`config.mk`:
```
export PLATFORM = sky130hd
export DESIGN_NAME = nffl_seq
export DESIGN_NICKNAME = d
export VERILOG_FILES = /design/src/hdl/nffl_pkg.sv /design/src/hdl/nffl_seq.sv
export SDC_FILE = /design/constraint.sdc
export NUM_CORES = 1
export LEC_CHECK = 0
export ABC_AREA = 1
export ABC_CLOCK_PERIOD_IN_PS = 11100
export BUFFER_PORTS_ARGS = -buffer_cell sky130_fd_sc_hd__buf_2
export CAP_MARGIN = 20
export CORE_ASPECT_RATIO = 0.7
export CORE_UTILIZATION = 50
export CTS_BUF_LIST = sky130_fd_sc_hd__clkbuf_16
export CTS_CLUSTER_DIAMETER = 120
export DETAILED_ROUTE_END_ITERATION = 12
export MAX_ROUTING_LAYER = met4
export PLACE_DENSITY = 0.65
export SYNTH_ARGS = -nofsm -noshare
export SYNTH_HDL_FRONTEND = slang
export SYNTH_SLANG_ARGS = --single-unit
```
`constraint.sdc`:
```
create_clock -name clk_i -period 11.1 [get_ports clk_i]
set_clock_uncertainty 0.05 [all_clocks]
set_input_delay 3.33 -clock clk_i [delete_from_list [all_inputs] [get_ports clk_i]]
set_output_delay 3.33 -clock clk_i [all_outputs]
set_load 0.1 [all_outputs]
```
`src/hdl/nffl_pkg.sv`:
```
// Package: shared types, constants and codes for the next-fit free-list allocator
`timescale 1ns / 1ps
package nffl_pkg;

  localparam int unsigned HeapUnits  = 16384;
  localparam int unsigned UnitBytes  = 8;
  localparam int unsigned AddrW      = 14;
  localparam int unsigned SizeW      = 15;
  localparam int unsigned BytesW     = 18;
  localparam int unsigned ShiftBytes = $clog2(UnitBytes);
  localparam int unsigned WalkW      = 16;
  localparam logic [WalkW-1:0] WalkLimit = WalkW'(HeapUnits + 2);
  localparam logic [SizeW-1:0] GrowReset = SizeW'(1024);

  typedef enum logic [1:0] {
    ST_OK      = 2'd0,
    ST_NO_MEM  = 2'd1,
    ST_EARLY   = 2'd2
  } status_e;

  typedef enum logic {
    REQ_ALLOC = 1'b0,
    REQ_FREE  = 1'b1
  } req_type_e;

  typedef struct packed {
    logic              req_type;
    logic [BytesW-1:0] size_bytes;
    logic [AddrW-1:0]  block_addr;
  } req_t;

  typedef struct packed {
    logic [1:0]       status;
    logic [AddrW-1:0] data_addr;
  } rsp_t;

  // One header word: link then size
  typedef struct packed {
    logic [AddrW-1:0] link;
    logic [SizeW-1:0] size;
  } hdr_t;

  // Memory port request from the sequencer
  typedef struct packed {
    logic             rd;
    logic             wr;
    logic [AddrW-1:0] addr;
    hdr_t             wdata;
  } mem_req_t;

endpackage

```
`src/hdl/nffl_seq.sv`:
```
// Sequencer: walks the free list with at most one header access per cycle, around a shared adder
`timescale 1ns / 1ps
module nffl_seq (
  input  logic               clk_i,
  input  logic               rst_ni,
  input  logic               cfg_we_i,
  input  logic [14:0]        cfg_wdata_i,
  input  logic               req_valid_i,
  output logic               req_stall_o,
  input  nffl_pkg::req_t     req_i,
  output logic               rsp_valid_o,
  input  logic               rsp_stall_i,
  output nffl_pkg::rsp_t     rsp_o,
  output nffl_pkg::mem_req_t mem_o,
  input  nffl_pkg::hdr_t     mem_rdata_i
);
  import nffl_pkg::*;

  typedef enum logic [18:0] {
    S_IDLE   = 19'h00001,
    S_A_RD   = 19'h00002, // read link of prev
    S_A_NX   = 19'h00004, // header of prev arrives, read p
    S_A_CHK  = 19'h00008, // header of p arrives
    S_A_UL   = 19'h00010, // exact fit: write prev.link
    S_A_SP   = 19'h00020, // split: write tail header
    S_G      = 19'h00040, // grow: write new block header
    S_I_RD   = 19'h00080, // insert walk: read p
    S_I_CHK  = 19'h00100, // p header arrives
    S_I_HB   = 19'h00200, // hb arrives, read nx
    S_I_NX   = 19'h00400, // wait on nx
    S_I_WHB  = 19'h00800, // nx arrives, write hb
    S_I_WP   = 19'h01000, // write p
    S_A_GP   = 19'h02000, // after grow: read rover
    S_A_GW   = 19'h04000, // rover header arrives
    S_RSP    = 19'h08000,
    S_A_RDW  = 19'h10000, // wait on read of prev
    S_I_RDW  = 19'h20000, // wait on insert read
    S_A_SZ   = 19'h40000  // split: write shrunk size
  } state_e;

  state_e state_q, state_d;

  logic [SizeW-1:0] grow_q;
  logic [AddrW-1:0] rover_q, rover_d;
  logic             started_q, started_d;
  logic [SizeW:0]   brk_q, brk_d;

  logic [SizeW:0]   units_q, units_d;
  logic [AddrW-1:0] prev_q, prev_d, p_q, p_d, hb_q, hb_d;
  hdr_t             ph_q, ph_d, hbh_q, hbh_d;
  logic [WalkW-1:0] n_q, n_d;
  logic [WalkW-1:0] m_q, m_d;
  logic             ins_grow_q, ins_grow_d;
  rsp_t             rsp_q, rsp_d;

  // Shared adder, one add per cycle
  logic [SizeW:0] add_a, add_b, add_s;
  assign add_s = add_a + add_b;

  logic [BytesW:0] bytes_ru;
  assign bytes_ru = {1'b0, req_i.size_bytes} + (BytesW+1)'(UnitBytes - 1);

  assign req_stall_o = (state_q != S_IDLE);
  assign rsp_valid_o = (state_q == S_RSP);
  assign rsp_o       = rsp_q;

  // Configuration register
  always_ff @(posedge clk_i or negedge rst_ni) begin
    if (!rst_ni) begin
      grow_q <= GrowReset;
    end else if (cfg_we_i) begin
      grow_q <= cfg_wdata_i;
    end
  end

  // Control and working registers
  always_ff @(posedge clk_i or negedge rst_ni) begin
    if (!rst_ni) begin
      state_q    <= S_IDLE;
      rover_q    <= '0;
      started_q  <= 1'b0;
      brk_q      <= (SizeW+1)'(1);
      ins_grow_q <= 1'b0;
    end else begin
      state_q    <= state_d;
      rover_q    <= rover_d;
      started_q  <= started_d;
      brk_q      <= brk_d;
      ins_grow_q <= ins_grow_d;
    end
  end

  always_ff @(posedge clk_i) begin
    units_q <= units_d;
    prev_q  <= prev_d;
    p_q     <= p_d;
    hb_q    <= hb_d;
    ph_q    <= ph_d;
    hbh_q   <= hbh_d;
    n_q     <= n_d;
    m_q     <= m_d;
    rsp_q   <= rsp_d;
  end

  logic [SizeW:0]   need;
  logic             in_gap;

  always_comb begin
    state_d    = state_q;
    rover_d    = rover_q;
    started_d  = started_q;
    brk_d      = brk_q;
    ins_grow_d = ins_grow_q;
    units_d    = units_q;
    prev_d     = prev_q;
    p_d        = p_q;
    hb_d       = hb_q;
    ph_d       = ph_q;
    hbh_d      = hbh_q;
    n_d        = n_q;
    m_d        = m_q;
    rsp_d      = rsp_q;
    mem_o      = '0;
    add_a      = '0;
    add_b      = '0;
    need       = (units_q < {1'b0, grow_q}) ? {1'b0, grow_q} : units_q;
    in_gap     = 1'b0;

    unique case (state_q)
      S_IDLE: begin
        if (req_valid_i) begin
          rsp_d = '{status: ST_OK, data_addr: '0};
          n_d   = '0;
          if (req_i.req_type == REQ_FREE) begin
            ins_grow_d = 1'b0;
            hb_d       = req_i.block_addr - AddrW'(1);
            p_d        = rover_q;
            m_d        = '0;
            if (!started_q) begin
              rsp_d.status = ST_EARLY;
              state_d      = S_RSP;
            end else if (req_i.block_addr < AddrW'(2) ||
                         {2'b0, req_i.block_addr - AddrW'(1)} >= brk_q) begin
              state_d = S_RSP;
            end else begin
              state_d = S_I_RD;
            end
          end else begin
            units_d = (SizeW+1)'(bytes_ru >> ShiftBytes) + (SizeW+1)'(1);
            if (!started_q) begin
              started_d = 1'b1;
              rover_d   = '0;
              mem_o     = '{rd: 1'b0, wr: 1'b1, addr: '0, wdata: '0};
              prev_d    = '0;
            end else begin
              prev_d = rover_q;
            end
            state_d = S_A_RD;
          end
        end
      end

      // Read link of prev
      S_A_RD: begin
        mem_o.rd   = 1'b1;
        mem_o.addr = prev_q;
        state_d    = S_A_RDW;
      end
      S_A_RDW: begin
        state_d = S_A_NX;
      end
      S_A_NX: begin
        hbh_d      = mem_rdata_i;
        p_d        = mem_rdata_i.link;
        mem_o.rd   = 1'b1;
        mem_o.addr = mem_rdata_i.link;
        state_d    = S_A_CHK;
      end
      S_A_CHK: begin
        ph_d = mem_rdata_i;
        if (n_q >= WalkLimit) begin
          rsp_d.status = ST_NO_MEM;
          state_d      = S_RSP;
        end else if ({1'b0, mem_rdata_i.size} >= units_q) begin
          if ({1'b0, mem_rdata_i.size} == units_q) begin
            state_d = S_A_UL;
          end else begin
            state_d = S_A_SZ;
          end
        end else if (p_q == rover_q) begin
          // Full lap: claim from the arena
          add_a = need;
          add_b = brk_q;
          if (add_s > (SizeW+1)'(HeapUnits)) begin
            rsp_d.status = ST_NO_MEM;
            state_d      = S_RSP;
          end else begin
            state_d = S_G;
          end
        end else begin
          n_d        = n_q + WalkW'(1);
          prev_d     = p_q;
          hbh_d      = mem_rdata_i;
          p_d        = mem_rdata_i.link;
          mem_o.rd   = 1'b1;
          mem_o.addr = mem_rdata_i.link;
          state_d    = S_A_CHK;
        end
      end
      // Exact fit: unlink p, prev keeps its size
      S_A_UL: begin
        mem_o.wr        = 1'b1;
        mem_o.addr      = prev_q;
        mem_o.wdata     = '{link: ph_q.link, size: hbh_q.size};
        rover_d         = prev_q;
        rsp_d.data_addr = p_q + AddrW'(1);
        state_d         = S_RSP;
      end
      S_A_SZ: begin
        add_a       = {1'b0, ph_q.size};
        add_b       = ~units_q + (SizeW+1)'(1);
        mem_o.wr    = 1'b1;
        mem_o.addr  = p_q;
        mem_o.wdata = '{link: ph_q.link, size: add_s[SizeW-1:0]};
        ph_d.size   = add_s[SizeW-1:0];
        state_d     = S_A_SP;
      end
      // Tail header at p + rest; not written beyond the arena
      S_A_SP: begin
        add_a       = {2'b0, p_q};
        add_b       = {1'b0, ph_q.size};
        mem_o.wr    = (add_s[SizeW:AddrW] == '0);
        mem_o.addr  = add_s[AddrW-1:0];
        mem_o.wdata = '{link: '0, size: units_q[SizeW-1:0]};
        rover_d     = prev_q;
        rsp_d.data_addr = add_s[AddrW-1:0] + AddrW'(1);
        state_d     = S_RSP;
      end
      S_G: begin
        mem_o.wr    = 1'b1;
        mem_o.addr  = brk_q[AddrW-1:0];
        mem_o.wdata = '{link: '0, size: need[SizeW-1:0]};
        hb_d        = brk_q[AddrW-1:0];
        add_a       = need;
        add_b       = brk_q;
        brk_d       = add_s;
        ins_grow_d  = 1'b1;
        p_d         = rover_q;
        m_d         = '0;
        state_d     = S_I_RD;
      end

      // Insert walk
      S_I_RD: begin
        mem_o.rd   = 1'b1;
        mem_o.addr = p_q;
        state_d    = S_I_RDW;
      end
      S_I_RDW: begin
        state_d = S_I_CHK;
      end
      S_I_CHK: begin
        ph_d   = mem_rdata_i;
        in_gap = (hb_q > p_q && hb_q < mem_rdata_i.link) ||
                 (p_q >= mem_rdata_i.link && (hb_q > p_q || hb_q < mem_rdata_i.link));
        if (m_q >= WalkLimit) begin
          state_d = ins_grow_q ? S_A_GP : S_RSP;
        end else if (in_gap) begin
          mem_o.rd   = 1'b1;
          mem_o.addr = hb_q;
          state_d    = S_I_HB;
        end else begin
          m_d     = m_q + WalkW'(1);
          p_d     = mem_rdata_i.link;
          state_d = S_I_RD;
        end
      end
      S_I_HB: begin
        hbh_d      = mem_rdata_i;
        mem_o.rd   = 1'b1;
        mem_o.addr = ph_q.link;
        state_d    = S_I_NX;
      end
      S_I_NX: begin
        state_d = S_I_WHB;
      end
      // nx header on the read port; merge hb with its upper neighbour
      S_I_WHB: begin
        add_a = {2'b0, hb_q};
        add_b = {1'b0, hbh_q.size};
        if (add_s[AddrW-1:0] == ph_q.link && add_s[SizeW:AddrW] == '0) begin
          hbh_d = '{link: mem_rdata_i.link, size: hbh_q.size + mem_rdata_i.size};
        end else begin
          hbh_d = '{link: ph_q.link, size: hbh_q.size};
        end
        mem_o.wr    = 1'b1;
        mem_o.addr  = hb_q;
        mem_o.wdata = hbh_d;
        state_d     = S_I_WP;
      end
      // Merge with lower neighbour
      S_I_WP: begin
        add_a = {2'b0, p_q};
        add_b = {1'b0, ph_q.size};
        mem_o.wr   = 1'b1;
        mem_o.addr = p_q;
        if (add_s[AddrW-1:0] == hb_q && add_s[SizeW:AddrW] == '0) begin
          mem_o.wdata = '{link: hbh_q.link, size: ph_q.size + hbh_q.size};
        end else begin
          mem_o.wdata = '{link: hb_q, size: ph_q.size};
        end
        rover_d = p_q;
        state_d = ins_grow_q ? S_A_GP : S_RSP;
      end

      // After growth resume at p = rover
      S_A_GP: begin
        ins_grow_d = 1'b0;
        p_d        = rover_d;
        mem_o.rd   = 1'b1;
        mem_o.addr = rover_q;
        n_d        = n_q;
        state_d    = S_A_GW;
      end
      S_A_GW: begin
        prev_d     = p_q;
        state_d    = S_A_NX;
        n_d        = n_q + WalkW'(1);
      end

      S_RSP: begin
        if (!rsp_stall_i) begin
          state_d = S_IDLE;
        end
      end

      default: state_d = S_IDLE;
    endcase
  end

endmodule

```
==> impl_results.md <==
* Outcome: finished with violations
* Failing checks: negative setup slack
* Mapped Cells at 2623
* Arrival time worst endpoint at 8.08 ns
* Final worst slack at -0.3582 ns
* Post-DP HPWL at 57210 um
* Clk Latency, worst-skew pair at 0.58 ns
* Wire per inst at 22.37 um
* Nets@finish at 3132
* Asr flop ratio synth at 28.70%
* Syn_nets at 2843
* Worst-case clock buffer depth at 3
* Initial Util at 51.10%
* Slew at the pin with the worst max-slew slack at 1.039 ns
* Hold_ws at 0.4487 ns
* Vias at 20789
* HP Class: flip-flop to flip-flop
* CTS tree: done
* Pwr Density at 179.4 mW/mm^2
* Worst slew margin at 29.98%
* Post-route minimum period at 11.46 ns
* Routability cong. at 1.046
* # fillers at 3215
* Post-Syn Area at 0.01909 sq mm
* TNS Setup at -8.393 ns
* CP Class: input pin to output pin
* Worst Setup Start Kind: input pin
* Worst Hold End: brk_q[4]
* Final ANT Viol Nets at 0
* Crit. Startpoint: mem_rdata_i[14]
* Largest net degree at the start of global routing at 67
* Flops & latches, synth at 230
* Final Hold Fails at 0
* Most frequent cells in the layout: nand2_1 (584), inv_1 (365), o21ai_0 (215), nor2_1 (171), buf_4 (170)
* DR pass1 iterations at 7
* Worst Path Required at 7.72 ns
* Area occupied by multi-input gates at 0.01163 sq mm
* H-tree depth at 1
* Sink Count at 230
* Worst path buffer plus inverter count at 10
* Lkg Pwr at 11.52 nW
* Port Buffer Count at 144
* Max cap viols at 0
* Non-Filler Instances at 3423
* Worst-path clk slew at 0.07 ns
* Startpoint of the worst hold path: brk_q[4]
* Height of the die at 165.5 um
* Area Growth Syn to Fin at 27.16%
* Vias in the first global route at 19295
* Ports at 145
* Yosys cell types at 61
* Fraction of layout cells with a size suffix above 1 at 20.66%
* Post-synth EDFFs at 164
* Die Area at 0.03897 sq mm
* Max Clock Freq at 87.27 MHz
* Crit path largest cell delay at 0.34 ns
* Period Utilization, post-route at 103.2%
* Endpoint class of the critical path: output pin
* Inst Count DP at 3321
* Synthesis Warnings at 0
* Final setup vio count at 29
* Post-DP Area at 0.02176 sq mm
* WL final at 76570 um
* Sequential cell area at 0.006580 sq mm
* Seq/Total Area, Yosys at 34.47%
* Most common cell after layout, fill and taps aside: nand2_1
* Crit path max-delay family: simple AND/OR/NAND/NOR gates
* Mean post-synth cell area at 7.277 sq um
* Initial antenna violation count at 1
* CP most frequent cell: nand2_1
* DP Worst Slack at -0.9294 ns
* Main synth FF type: edfxtp_1
* RSZ-0062 raised after global routing: true
* Hold-fix buffers at CTS at 0
* Final core utilization at 64.98%
* Final instance area at 0.02427 sq mm
* Core Area at 0.03735 sq mm
* Cells on Worst Hold Path at 2
* Final max-slew violation count at 0
* Reg2reg end: rsp_o[12]
* CTS Buf Count at 27
* Std cell rows at 59
* Drt drc at 0
* Via density at 6.073
* Die X at 235.5 um
* R2r worst-path depth at 35
* Reg-to-Reg Start: state_q[10]
* Initial DRC count at 2773
* Critical path fanouts, max at 7
* Clock root cell: clkbuf_16
* Maximum VDD drop at 0.2200 mV
* FF-to-FF setup slack at 5.12 ns
* Gr usage total at 39.39%
* First-pass GRT wire length at 113600 um
* CP max-delay cell: nor3_4
* Overflow after GRT at 0
* Pwr Total at 4.355 mW
## timing repair
item,in CTS,in global routing
gates resized for setup,75,197
gates cloned,3,2
buffers inserted,27,20
endpoints found under the setup margin,33,33
endpoints found under the hold margin,0,0
pin swaps,48,104
## routing by layer
layer  share of wire, %  global-route usage (%)  vias to the layer above
li1                   -                       -                     9518
met1                 44                   55.99                     9797
met2                 41                   56.19                     1279
met3                 12                   8.793                      195
met4                2.9                   10.25                        0
met5                  0                       -                        -
## cell usage after synthesis, drive strengths merged (3+ instances only)
cell type	number	area share (%)
a2111o	3	0.18
a211oi	8	0.31
buf	29	1.0
nand3	128	3.4
a21boi	5	0.20
inv	385	7.6
nand2	646	13
xor2	57	2.6
o2111ai	6	0.28
fa	3	0.31
nand4	41	1.4
a31oi	18	0.59
ha	135	8.8
o21bai	7	0.28
nor4	21	0.69
a21oi	143	3.7
xnor2	18	0.83
a22oi	18	0.71
o21ai	247	6.5
o21a	5	0.20
nor3b	4	0.16
edfxtp	164	26
nor2	208	4.5
o211ai	37	1.5
o22ai	40	1.3
a21o	6	0.24
clkbuf	48	0.95
a221oi	13	0.60
a2111oi	5	0.23
or2	13	0.43
dfstp	3	0.41
clkinv	3	0.059
dfrtp	63	8.3
o221ai	14	0.64
nor3	53	1.4
nand3b	17	0.67
## cell type report
class,instances,share of cell area (%)
antenna,2,0.02062
multi-input combinational,1928,47.90
tap,488,2.516
inverter,388,6.016
clock buffer,27,2.784
timing repair buffer,337,12.58
sequential,230,27.11
clock inverter,23,1.072
## worst max-delay path by stage
| stage | cells after the start | endpoint | slack [ns] |
|---|---|---|---|
| 2_1_floorplan | 24 | mem_o[13] | 0.0005 |
| 3_3_place_gp | 33 | mem_o[0] | -0.71 |
| 3_5_place_dp | 33 | mem_o[0] | -0.93 |
| 4_1_cts | 33 | mem_o[27] | -0.30 |
| 5_1_grt | 33 | mem_o[1] | -0.52 |
| 6_report | 33 | mem_o[1] | -0.36 |
## registers in the layout, summed over array words and instances, names as in the netlist
name,count
n_q,16
started_q,1
p_q,14
hbh_q,29
ph_q,29
state_q,19
grow_q,15
units_q,16
hb_q,14
rover_q,14
prev_q,14
ins_grow_q,1
brk_q,16
m_q,16
rsp_o,16
## tightest hold or removal path: stages (launching register included)
cell,delay [ns]
dfrtp_1,0.35
nand2_1,0.05
o21ai_0,0.06
## cells by family after synthesis
kind of cell    share of synthesized area, %
simple gates                           25.57
xor+xnor                               3.441
flops                                  34.47
compound gates                         17.76
buf+inv                                9.597
fa+ha+maj                              9.164
## power breakdown
part | internal, mW | switching [mW] | leakage (nW)
Sequential | 1.24 | 0.241 | 2.26
Combinational | 0.530 | 1.37 | 8.79
Clock | 0.564 | 0.410 | 0.471
Total | 2.34 | 2.02 | 11.5
(Power assumes the default switching activity.)
